[src/rtl/core/stt_pkg.sv]
package stt_pkg;

  localparam int unsigned NumTimersDefault   = 16;
  localparam int unsigned MaxMultipleDefault = 4;
  localparam int unsigned MaxResults         = 16;
  localparam logic [7:0]  LeadMsReset        = 8'd10;

  localparam logic [2:0] KIND_TICK     = 3'd0;
  localparam logic [2:0] KIND_ONESHOT  = 3'd1;
  localparam logic [2:0] KIND_PERIODIC = 3'd2;
  localparam logic [2:0] KIND_REMOVE   = 3'd3;
  localparam logic [2:0] KIND_COUNT    = 3'd4;
  localparam logic [2:0] KIND_NOP      = 3'd7;

  localparam logic [1:0] SLOT_EMPTY    = 2'd0;
  localparam logic [1:0] SLOT_ONCE     = 2'd1;
  localparam logic [1:0] SLOT_PERIODIC = 2'd2;

  typedef struct packed {
    logic [2:0]  kind;
    logic [7:0]  group_tag;
    logic [19:0] delay_ms;
    logic        allow_align;
    logic [15:0] match_event;
    logic        any_event;
    logic        any_group;
  } cmd_t;

  typedef struct packed {
    logic        fired;
    logic [15:0] timer_id;
    logic [7:0]  event_group;
    logic        status;
    logic [4:0]  match_count;
    logic        last;
  } res_t;

endpackage

[src/rtl/core/stt_front.sv]
module stt_front
  import stt_pkg::*;
(
  input  logic  clk,
  input  logic  rst,
  input  logic  push,
  output logic  full,
  input  cmd_t  cmd_in,
  output logic  q_valid,
  input  logic  q_take,
  output cmd_t  q_cmd
);

  // Two-entry queue of commands; unknown kinds are mapped onto a no-op code here.
  cmd_t       mem [2];
  logic       wr_ptr;
  logic       rd_ptr;
  logic [1:0] fill;
  cmd_t       cls;

  always_comb begin
    cls = cmd_in;
    if (cmd_in.kind > KIND_COUNT) begin
      cls.kind = KIND_NOP;
    end
  end

  assign full    = fill[1];
  assign q_valid = fill != 2'd0;
  assign q_cmd   = mem[rd_ptr];

  always_ff @(posedge clk) begin
    if (push && !full) begin
      mem[wr_ptr] <= cls;
    end
    if (rst) begin
      wr_ptr <= 1'b0;
      rd_ptr <= 1'b0;
      fill   <= 2'd0;
    end else begin
      if (push && !full) begin
        wr_ptr <= ~wr_ptr;
      end
      if (q_take && q_valid) begin
        rd_ptr <= ~rd_ptr;
      end
      fill <= fill + {1'b0, push && !full} - {1'b0, q_take && q_valid};
    end
  end

  a_fill_range: assert property (@(posedge clk) disable iff (rst)
    fill <= 2'd2)
    else $error("command queue overfilled");
  a_full_valid: assert property (@(posedge clk) disable iff (rst)
    full |-> q_valid)
    else $error("queue full but nothing offered");
  a_take_valid: assert property (@(posedge clk) disable iff (rst)
    q_take |-> q_valid)
    else $error("command taken from an empty queue");

endmodule

[src/rtl/core/stt_back.sv]
module stt_back
  import stt_pkg::*;
#(
  parameter int unsigned NUM_TIMERS   = NumTimersDefault,
  parameter int unsigned MAX_MULTIPLE = MaxMultipleDefault
) (
  input  logic       clk,
  input  logic       rst,
  input  logic [7:0] lead_ms,
  input  logic       q_valid,
  output logic       q_take,
  input  cmd_t       q_cmd,
  output logic       res_valid,
  input  logic       res_ready,
  output res_t       res
);

  localparam int unsigned IW = (NUM_TIMERS > 1) ? $clog2(NUM_TIMERS) : 1;
  localparam int unsigned MW = $clog2(MAX_MULTIPLE + 1) + 1;

  localparam logic [3:0] S_IDLE   = 4'd0;
  localparam logic [3:0] S_SCAN   = 4'd1;
  localparam logic [3:0] S_FIRE   = 4'd2;
  localparam logic [3:0] S_ALIGN  = 4'd3;
  localparam logic [3:0] S_MULT   = 4'd4;
  localparam logic [3:0] S_DIV    = 4'd5;
  localparam logic [3:0] S_PLACE  = 4'd6;
  localparam logic [3:0] S_MATCH  = 4'd7;
  localparam logic [3:0] S_EMIT   = 4'd8;
  localparam logic [3:0] S_FINAL  = 4'd9;
  localparam logic [3:0] S_SCORE  = 4'd10;
  localparam logic [3:0] S_DIVMUL = 4'd11;

  logic [1:0]  slot_kind   [NUM_TIMERS];
  logic [15:0] slot_event  [NUM_TIMERS];
  logic [7:0]  slot_group  [NUM_TIMERS];
  logic [19:0] slot_period [NUM_TIMERS];
  logic [31:0] slot_expire [NUM_TIMERS];
  logic [NUM_TIMERS-1:0] slot_done;

  logic [31:0] now_ms;
  logic [15:0] id_counter;
  logic [3:0]  state;
  cmd_t        cur;
  logic [IW-1:0] idx;
  logic          idx_end;
  logic [4:0]  n_fired;
  logic [4:0]  cnt;
  logic        best_ok;
  logic [IW-1:0] best;
  logic [31:0] best_exp;
  logic [32:0] limit;
  logic [IW-1:0] free_slot;
  logic        free_ok;
  logic [36:0] align_score;
  logic [MW-1:0] mul_i;
  logic [19:0] ref_per;
  logic [39:0] prod;
  logic [31:0] quot;
  logic [31:0] rem;
  logic [5:0]  div_cnt;
  logic        ref_later;
  logic [31:0] ref_exp;
  logic [51:0] mprod;

  assign idx_end = ({1'b0, idx} == (IW + 1)'(NUM_TIMERS - 1));
  assign q_take  = (state == S_IDLE) && q_valid && !res_valid;

  function automatic logic [4:0] sat_inc(input logic [4:0] v);
    return (v == 5'd31) ? v : v + 5'd1;
  endfunction

  always_ff @(posedge clk) begin
    if (rst) begin
      state      <= S_IDLE;
      res_valid  <= 1'b0;
      now_ms     <= 32'd0;
      id_counter <= 16'd0;
      n_fired    <= 5'd0;
      slot_done  <= '0;
      for (int i = 0; i < NUM_TIMERS; i++) begin
        slot_kind[i] <= SLOT_EMPTY;
      end
    end else begin
      if (res_valid && res_ready) begin
        res_valid <= 1'b0;
      end
      case (state)
        S_IDLE: begin
          if (q_take) begin
            cur     <= q_cmd;
            idx     <= '0;
            n_fired <= 5'd0;
            cnt     <= 5'd0;
            best_ok <= 1'b0;
            free_ok <= 1'b0;
            res     <= '0;
            case (q_cmd.kind)
              KIND_TICK: begin
                now_ms <= now_ms + 32'd1;
                limit  <= {1'b0, now_ms + 32'd1} + {25'd0, lead_ms};
                for (int i = 0; i < NUM_TIMERS; i++) begin
                  if (slot_kind[i] != SLOT_EMPTY) begin
                    slot_done[i] <= 1'b0;
                  end
                end
                state <= S_SCAN;
              end
              KIND_ONESHOT, KIND_PERIODIC: state <= S_ALIGN;
              KIND_REMOVE, KIND_COUNT:     state <= S_MATCH;
              default: begin
                res.last  <= 1'b1;
                res_valid <= 1'b1;
              end
            endcase
          end
        end
        // One slot per cycle: find the earliest due timer not yet fired.
        S_SCAN: begin
          if (slot_kind[idx] != SLOT_EMPTY && !slot_done[idx] &&
              {1'b0, slot_expire[idx]} <= limit &&
              (!best_ok || slot_expire[idx] < best_exp)) begin
            best_ok  <= 1'b1;
            best     <= idx;
            best_exp <= slot_expire[idx];
          end
          if (idx_end) begin
            state <= S_FIRE;
          end
          idx <= idx + 1'b1;
        end
        S_FIRE: begin
          if (!res_valid) begin
            if (!best_ok) begin
              res       <= '0;
              res.last  <= (n_fired == 5'd0);
              res_valid <= (n_fired == 5'd0);
              state     <= S_IDLE;
            end else begin
              slot_done[best] <= 1'b1;
              if (slot_kind[best] == SLOT_ONCE) begin
                slot_kind[best] <= SLOT_EMPTY;
              end else begin
                slot_expire[best] <= slot_expire[best] + {12'd0, slot_period[best]};
              end
              res             <= '0;
              res.fired       <= 1'b1;
              res.timer_id    <= slot_event[best];
              res.event_group <= slot_group[best];
              n_fired         <= n_fired + 5'd1;
              best_ok         <= 1'b0;
              idx             <= '0;
              state           <= S_EMIT;
            end
          end
        end
        // Holds a fired result until a later scan decides whether it is the last.
        S_EMIT: begin
          if (n_fired == 5'(MaxResults)) begin
            res.last  <= 1'b1;
            res_valid <= 1'b1;
            state     <= S_IDLE;
          end else begin
            state <= S_FINAL;
          end
        end
        S_FINAL: begin
          if (slot_kind[idx] != SLOT_EMPTY && !slot_done[idx] &&
              {1'b0, slot_expire[idx]} <= limit &&
              (!best_ok || slot_expire[idx] < best_exp)) begin
            best_ok  <= 1'b1;
            best     <= idx;
            best_exp <= slot_expire[idx];
          end
          idx <= idx + 1'b1;
          if (idx_end) begin
            res.last  <= !(best_ok || (slot_kind[idx] != SLOT_EMPTY &&
                          !slot_done[idx] && {1'b0, slot_expire[idx]} <= limit));
            res_valid <= 1'b1;
            state     <= S_FIRE;
          end
        end
        // Lowest free slot, and the start of the alignment search.
        S_ALIGN: begin
          if (!free_ok && slot_kind[idx] == SLOT_EMPTY) begin
            free_ok   <= 1'b1;
            free_slot <= idx;
          end
          idx <= idx + 1'b1;
          if (idx_end) begin
            idx         <= '0;
            align_score <= '0;
            if (!free_ok && slot_kind[idx] != SLOT_EMPTY) begin
              res.status <= 1'b1;
              res.last   <= 1'b1;
              res_valid  <= 1'b1;
              state      <= S_IDLE;
            end else if (cur.kind == KIND_PERIODIC && cur.allow_align &&
                         cur.delay_ms != 20'd0) begin
              state <= S_SCORE;
              mul_i <= '0;
            end else begin
              ref_exp <= now_ms + {12'd0, cur.delay_ms};
              state   <= S_PLACE;
            end
          end
        end
        // Overlap score for slot idx, one multiple at a time, each through a division in S_DIV.
        S_SCORE: begin
          if (slot_kind[idx] != SLOT_PERIODIC || slot_period[idx] == 20'd0 ||
              mul_i == MW'(MAX_MULTIPLE)) begin
            mul_i <= '0;
            idx   <= idx + 1'b1;
            if (idx_end) begin
              state <= S_MULT;
            end
          end else if (slot_period[idx] == cur.delay_ms) begin
            best_ok <= 1'b1;
            best    <= idx;
            state   <= S_MULT;
          end else begin
            ref_per <= slot_period[idx];
            if (slot_period[idx] > cur.delay_ms) begin
              prod <= 40'(slot_period[idx]) * 40'(mul_i + 1'b1);
            end else begin
              prod <= 40'(cur.delay_ms) * 40'(mul_i + 1'b1);
            end
            quot     <= '0;
            rem      <= '0;
            div_cnt  <= 6'd0;
            state    <= S_DIV;
          end
        end
        // Restoring division of prod (low 32 bits, which hold the whole product) by the smaller period.
        S_DIV: begin
          if (div_cnt == 6'd32) begin
            if (rem == 32'd0) begin
              if ((ref_per > cur.delay_ms ? {5'd0, quot} : 37'(mul_i + 1'b1)) <
                  align_score || !best_ok) begin
                best_ok     <= 1'b1;
                best        <= idx;
                align_score <= ref_per > cur.delay_ms ? {5'd0, quot} : 37'(mul_i + 1'b1);
              end
              mul_i <= '0;
              idx   <= idx + 1'b1;
              state <= idx_end ? S_MULT : S_SCORE;
            end else begin
              mul_i <= mul_i + 1'b1;
              state <= S_SCORE;
            end
          end else begin
            if ({rem[30:0], prod[31 - div_cnt[4:0]]} >=
                (ref_per > cur.delay_ms ? {12'd0, cur.delay_ms} : {12'd0, ref_per})) begin
              rem  <= {rem[30:0], prod[31 - div_cnt[4:0]]} -
                      (ref_per > cur.delay_ms ? {12'd0, cur.delay_ms} : {12'd0, ref_per});
              quot <= {quot[30:0], 1'b1};
            end else begin
              rem  <= {rem[30:0], prod[31 - div_cnt[4:0]]};
              quot <= {quot[30:0], 1'b0};
            end
            div_cnt <= div_cnt + 6'd1;
          end
        end
        // Phase from the reference timer, if any: divide the distance by the period; else plain delay.
        S_MULT: begin
          if (!best_ok) begin
            ref_exp <= now_ms + {12'd0, cur.delay_ms};
            state   <= S_PLACE;
          end else begin
            ref_exp     <= slot_expire[best];
            ref_later   <= slot_expire[best] > now_ms;
            prod        <= {8'd0, (slot_expire[best] > now_ms) ?
                            slot_expire[best] - now_ms : now_ms - slot_expire[best]};
            quot        <= '0;
            rem         <= '0;
            div_cnt     <= 6'd0;
            ref_per     <= cur.delay_ms;
            align_score <= 37'd0;
            state       <= S_DIVMUL;
          end
        end
        S_DIVMUL: begin
          if (div_cnt == 6'd32) begin
            mprod   <= {20'd0, ref_later ? quot : quot + 32'd1} * 52'(cur.delay_ms);
            div_cnt <= 6'd33;
          end else if (div_cnt == 6'd33) begin
            ref_exp <= ref_later ? ref_exp - mprod[31:0] : ref_exp + mprod[31:0];
            state   <= S_PLACE;
          end else begin
            if ({rem[30:0], prod[31 - div_cnt[4:0]]} >= {12'd0, ref_per}) begin
              rem  <= {rem[30:0], prod[31 - div_cnt[4:0]]} - {12'd0, ref_per};
              quot <= {quot[30:0], 1'b1};
            end else begin
              rem  <= {rem[30:0], prod[31 - div_cnt[4:0]]};
              quot <= {quot[30:0], 1'b0};
            end
            div_cnt <= div_cnt + 6'd1;
          end
        end
        S_PLACE: begin
          id_counter               <= id_counter + 16'd1;
          slot_kind[free_slot]     <= (cur.kind == KIND_PERIODIC) ? SLOT_PERIODIC : SLOT_ONCE;
          slot_event[free_slot]    <= id_counter + 16'd1;
          slot_group[free_slot]    <= cur.group_tag;
          slot_period[free_slot]   <= cur.delay_ms;
          slot_expire[free_slot]   <= ref_exp;
          slot_done[free_slot]     <= 1'b1;
          res.timer_id             <= id_counter + 16'd1;
          res.last                 <= 1'b1;
          res_valid                <= 1'b1;
          state                    <= S_IDLE;
        end
        S_MATCH: begin
          if (slot_kind[idx] != SLOT_EMPTY &&
              (cur.any_event || slot_event[idx] == cur.match_event) &&
              (cur.any_group || slot_group[idx] == cur.group_tag)) begin
            cnt <= sat_inc(cnt);
            if (cur.kind == KIND_REMOVE) begin
              slot_kind[idx] <= SLOT_EMPTY;
            end
          end
          idx <= idx + 1'b1;
          if (idx_end) begin
            res.match_count <= (slot_kind[idx] != SLOT_EMPTY &&
                (cur.any_event || slot_event[idx] == cur.match_event) &&
                (cur.any_group || slot_group[idx] == cur.group_tag)) ? sat_inc(cnt) : cnt;
            res.last  <= 1'b1;
            res_valid <= 1'b1;
            state     <= S_IDLE;
          end
        end
        default: state <= S_IDLE;
      endcase
    end
  end

  a_fire_not_idle: assert property (@(posedge clk) disable iff (rst)
    q_take |-> !res_valid)
    else $error("command taken while a result waits");
  a_fire_count: assert property (@(posedge clk) disable iff (rst)
    n_fired <= 5'(MaxResults))
    else $error("too many firings in one tick");
  a_res_held: assert property (@(posedge clk) disable iff (rst)
    (res_valid && !res_ready) |=> res_valid)
    else $error("result dropped before transfer");

endmodule

[src/rtl/core/software_timer_table.sv]
// A tick scans the whole table, then rescans it after each fired timer to find the
// next one and whether the result is the last, plus any wait on pop; remove and count
// scan the table once; schedule scans it for a free slot, and with alignment runs a
// division for each multiple tried for each slot, plus one more for the phase.
// Throughput: one command at a time in the back end; a two-entry queue in front.
// Reset (rst, synchronous): table empty, time and id counter zero, lead_ms 10.
module software_timer_table
  import stt_pkg::*;
#(
  parameter int unsigned NUM_TIMERS   = NumTimersDefault,
  parameter int unsigned MAX_MULTIPLE = MaxMultipleDefault
) (
  input  logic        clk,
  input  logic        rst,
  input  logic        push,
  output logic        full,
  input  logic [2:0]  kind,
  input  logic [7:0]  group_tag,
  input  logic [19:0] delay_ms,
  input  logic        allow_align,
  input  logic [15:0] match_event,
  input  logic        any_event,
  input  logic        any_group,
  output logic        empty,
  input  logic        pop,
  output logic        fired,
  output logic [15:0] timer_id,
  output logic [7:0]  event_group,
  output logic        status,
  output logic [4:0]  match_count,
  output logic        last,
  input  logic        cfg_valid,
  output logic        cfg_ready,
  input  logic [7:0]  cfg_data
);

  logic [7:0] lead_ms;
  cmd_t cmd_in;
  cmd_t q_cmd;
  logic q_valid;
  logic q_take;
  logic res_valid;
  res_t res;

  assign cfg_ready = 1'b1;
  always_ff @(posedge clk) begin
    if (rst) begin
      lead_ms <= LeadMsReset;
    end else if (cfg_valid) begin
      lead_ms <= cfg_data;
    end
  end

  assign cmd_in = '{kind: kind, group_tag: group_tag, delay_ms: delay_ms,
                    allow_align: allow_align, match_event: match_event,
                    any_event: any_event, any_group: any_group};

  stt_front u_front (
    .clk(clk), .rst(rst), .push(push), .full(full), .cmd_in(cmd_in),
    .q_valid(q_valid), .q_take(q_take), .q_cmd(q_cmd)
  );

  stt_back #(.NUM_TIMERS(NUM_TIMERS), .MAX_MULTIPLE(MAX_MULTIPLE)) u_back (
    .clk(clk), .rst(rst), .lead_ms(lead_ms), .q_valid(q_valid), .q_take(q_take),
    .q_cmd(q_cmd), .res_valid(res_valid), .res_ready(pop), .res(res)
  );

  assign empty       = !res_valid;
  assign fired       = res.fired;
  assign timer_id    = res.timer_id;
  assign event_group = res.event_group;
  assign status      = res.status;
  assign match_count = res.match_count;
  assign last        = res.last;

endmodule

[config.mk]
export PLATFORM = sky130hd
export DESIGN_NAME = software_timer_table
export DESIGN_NICKNAME = d
export VERILOG_FILES = /design/src/rtl/core/stt_pkg.sv /design/src/rtl/core/stt_front.sv /design/src/rtl/core/stt_back.sv /design/src/rtl/core/software_timer_table.sv
export SDC_FILE = /design/constraint.sdc
export NUM_CORES = 2
export LEC_CHECK = 0
export BUFFER_PORTS_ARGS = -buffer_cell sky130_fd_sc_hd__buf_4
export CORE_MARGIN = 3
export CORE_UTILIZATION = 51
export CTS_BUF_LIST = sky130_fd_sc_hd__clkbuf_2
export CTS_CLUSTER_DIAMETER = 50
export DETAILED_ROUTE_END_ITERATION = 8
export PLACE_DENSITY = 0.66
export SLEW_MARGIN = 40
export SYNTH_ARGS = -nofsm -noshare
export SYNTH_HDL_FRONTEND = slang
export SYNTH_SLANG_ARGS = --single-unit
[constraint.sdc]
create_clock -name clk -period 14.8 [get_ports clk]
set_input_delay 0.74 -clock clk [delete_from_list [all_inputs] [get_ports clk]]
set_output_delay 0.74 -clock clk [all_outputs]
set_load 0.05 [all_outputs]
==> summary.txt <==
Worst setup path
  • CP max FO: 37
  • Most used cell, CP: xnor2_1
  • Data arrival time of the critical path: 10.68 ns
  • Type of origin of the critical path: register
  • CP Capture Type: register
  • FF-to-FF Start: u_back.ref_later$_DFFE_PP_
  • CP Data Required Time: 16.44 ns
  • Slowest stage cell, crit path: fa_1
  • CP Class: register to register
  • CP startpoint: u_back.ref_later$_DFFE_PP_
  • CP max stage delay: 0.56 ns

Timing
  • Least-Margin Pin Slew: 1.296 ns
  • Fin Setup TNS: 0 ns
  • Max Clk Rate: 0.1105 GHz
  • Max-slew violation count: 0
  • Unrepaired setup endpoints after global routing: false
  • Final hold vios: 0
  • Final Setup Violations: 0
  • Clock skew: 0.1975 ns
  • Fin crit share: 61.12%
  • Relative slew slack: 13.61%
  • Fin crit period: 9.046 ns

CTS
  • CTS resizes: 0
  • Clk slew on worst S/H paths: 0.12 ns
  • Clock latency at the later pin of the worst-skew pair: 1.99 ns
  • CTS tree: done
  • TritonCTS Buffers: 468
  • Sink Count: 1832
  • Postcts setup bufs: 0
  • Htree depth: 5
  • Bufs on Longest Clock Path: 4
  • Clock root cell: clkbuf_2

Routing
  • WL per Instance: 28.13 µm
  • DR pass1 iterations: 7
  • Initial DRC Count: 8531
  • Final wirelength: 359.8 mm
  • DR vias/cell: 6.310
  • DRC: 0
  • Routed Antenna Nets: 0
  • DR vias: 80710

Final layout
  • # fillers: 18450
  • Nets: 10450
  • Share of cells above drive strength 1: 20.43%
  • Area grow syn2layout: 9.829%

Synthesis
  • Most frequent cell after synthesis: edfxtp_1
  • Sequential share of the synthesized area: 46.77%
  • Distinct cells, synth: 90
  • Largest cells by area after synthesis: edfxtp_1 (45%), mux4_2 (15%), fa_1 (8.1%), ha_1 (5.2%), inv_1 (2.6%)
  • Syn avg cell area: 12.97 µm²
  • Async SR Flop Fraction: 0%
  • Prevailing post-synth register cell: edfxtp_1
  • Post-synth net total: 9930
  • Dominant cell type by area after synthesis: edfxtp_1
  • Synthesized cell area: 115600 µm²
  • Cell count after synthesis: 8914
  • Synth cell count leaders: edfxtp_1 (1737), inv_1 (790), mux4_2 (767)
  • Post-synth EDFFs: 1737
  • Post-synth top area share: 45.12%
  • Synthesis Warnings: 0
  • Synthesis-stage register bit count: 1832

Global route
  • First-pass GRT wire length: 534.2 mm
  • Vias in the first global route: 82030
  • Initial antenna violation count: 18
  • Largest net degree at the start of global routing: 114
  • GR Util All Layers: 31.14%
  • Grt total ovfl: 0

Floorplan
  • Chip height: 482.1 µm
  • Die ar.: 232400 µm²
  • Die W: 482.1 µm
  • IO Pins: 98
  • Row count: 174
  • Initial Util: 51.35%
  • Placeable Area: 225100 µm²

Worst hold path
  • HP Start: delay_ms[11]
  • Worst min path class: input pin to register

Placement
  • Routability cong.: 0.9698
  • Hpwl dp: 242.4 mm
  • I/O Buffers: 96

Flow run
  • # Max-Cap Violations: 0

Status
  • Status: complete, no violations
==> what timing repair did <==
action                                 in CTS  in global routing
endpoints found under the hold margin     390                  0
hold buffers                              186                  0
setup endpoints to repair                   0                  0
==> area by class of cell <==
class	instances	area (µm²)	area share, %
antenna	11	27.53	0.02168
clock buffer	645	3228	2.543
clock inverter	182	912.1	0.7185
inverter	811	3049	2.402
multi-input combinational	5819	57390	45.20
sequential	1832	54100	42.61
tap	2992	3744	2.949
timing repair buffer	498	4513	3.555
==> stage by stage <==
step | instance area [µm²] | setup slack [ns] | util [%] | hold slack, ns | instances
finish | 127000 | 5.754 | 56.40 | 0.2831 | 12790
global route | 126900 | 5.382 | 56.39 | 0.05820 | 12790
CTS | 126800 | 5.725 | 56.33 | 0.01346 | 12780
detailed placement | 120800 | 5.791 | 53.67 | 0.4696 | 11760
global placement | 120200 | 5.899 | 53.41 | 0.4629 | 11750
floorplan | 115600 | 5.837 | - | 0.4488 | 8914
==> sequential cells by signal (all words and copies together), names as in the netlist, 33 cells and up, named ones only <==
register and count:
u_back.slot_event 256, u_back.slot_expire 512, u_back.limit 33, u_back.slot_group 128, u_back.slot_period 320, u_back.cur 50
u_front.mem 100
==> per-layer routing <==
| metal | track usage (%) | share of wire (%) | up-vias |
|---|---|---|---|
| met5 | 0 | 0.019 | - |
| met4 | 15.62 | 5.6 | 10 |
| met3 | 6.526 | 9.6 | 946 |
| met2 | 49.67 | 47 | 4496 |
| met1 | 40.70 | 37 | 40970 |
| li1 | - | - | 34280 |
==> logic make-up (layout without fill, tap and decap cells) <==
group | count (synthesis) | in the layout | share of synthesized area, %
simple gates | 2205 | 2205 | 8.843
flops | 1832 | 1832 | 46.77
compound gates | 1288 | 1288 | 7.007
buf+inv | 1263 | 2136 | 4.236
fa+ha+maj | 954 | 954 | 13.37
mux | 910 | 910 | 16.27
xor+xnor | 461 | 461 | 3.505
other cells | 1 | 12 | 0.003244
==> worst max-delay path: cells and delay by family (launching register included) <==
kind / cells / cell delay, ns
adders and majority gates: 7 / 3.38
buffers and inverters: 4 / 0.46
xor gates and xnor gates: 11 / 2.57
and+or+nand+nor: 6 / 1.97
DFF: 1 / 0.37
==> final timing paths <==
path	to	slack, ns	cells after the start
setup / recovery	u_back.mprod[31]$_DFFE_PP_	5.75	28
hold reg to reg	u_back.id_counter[1]$_SDFFE_PP0P_	0.49	2
hold / removal	u_front.mem[1][30]$_DFFE_PP_	0.28	3
setup reg to reg	u_back.mprod[31]$_DFFE_PP_	5.75	28
==> cells in the final DEF (no fill, tap or decap), types with 42 or more instances in the layout <==
cell,instances
edfxtp_1,1737
inv_1,789
mux4_2,767
nand2_1,675
nor2_1,653
clkbuf_2,645
ha_1,484
fa_1,469
a21oi_1,415
xnor2_1,319
o21ai_0,277
buf_4,270
and2_1,208
dlygate4sd3_1,186
clkinv_1,138
xor2_1,112
a21o_1,106
nand3_1,103
dfxtp_1,86
nand4_1,80
nor3_1,80
a211oi_1,77
and3_1,74
nor2b_1,74
mux2i_1,70
mux2_2,66
nand2b_1,58
clkinv_2,49
or3_1,44
o21a_1,44
o22ai_1,42
Power is not shown: default switching activity piles up to over one toggle a cycle in this logic, so the estimate is an artifact.
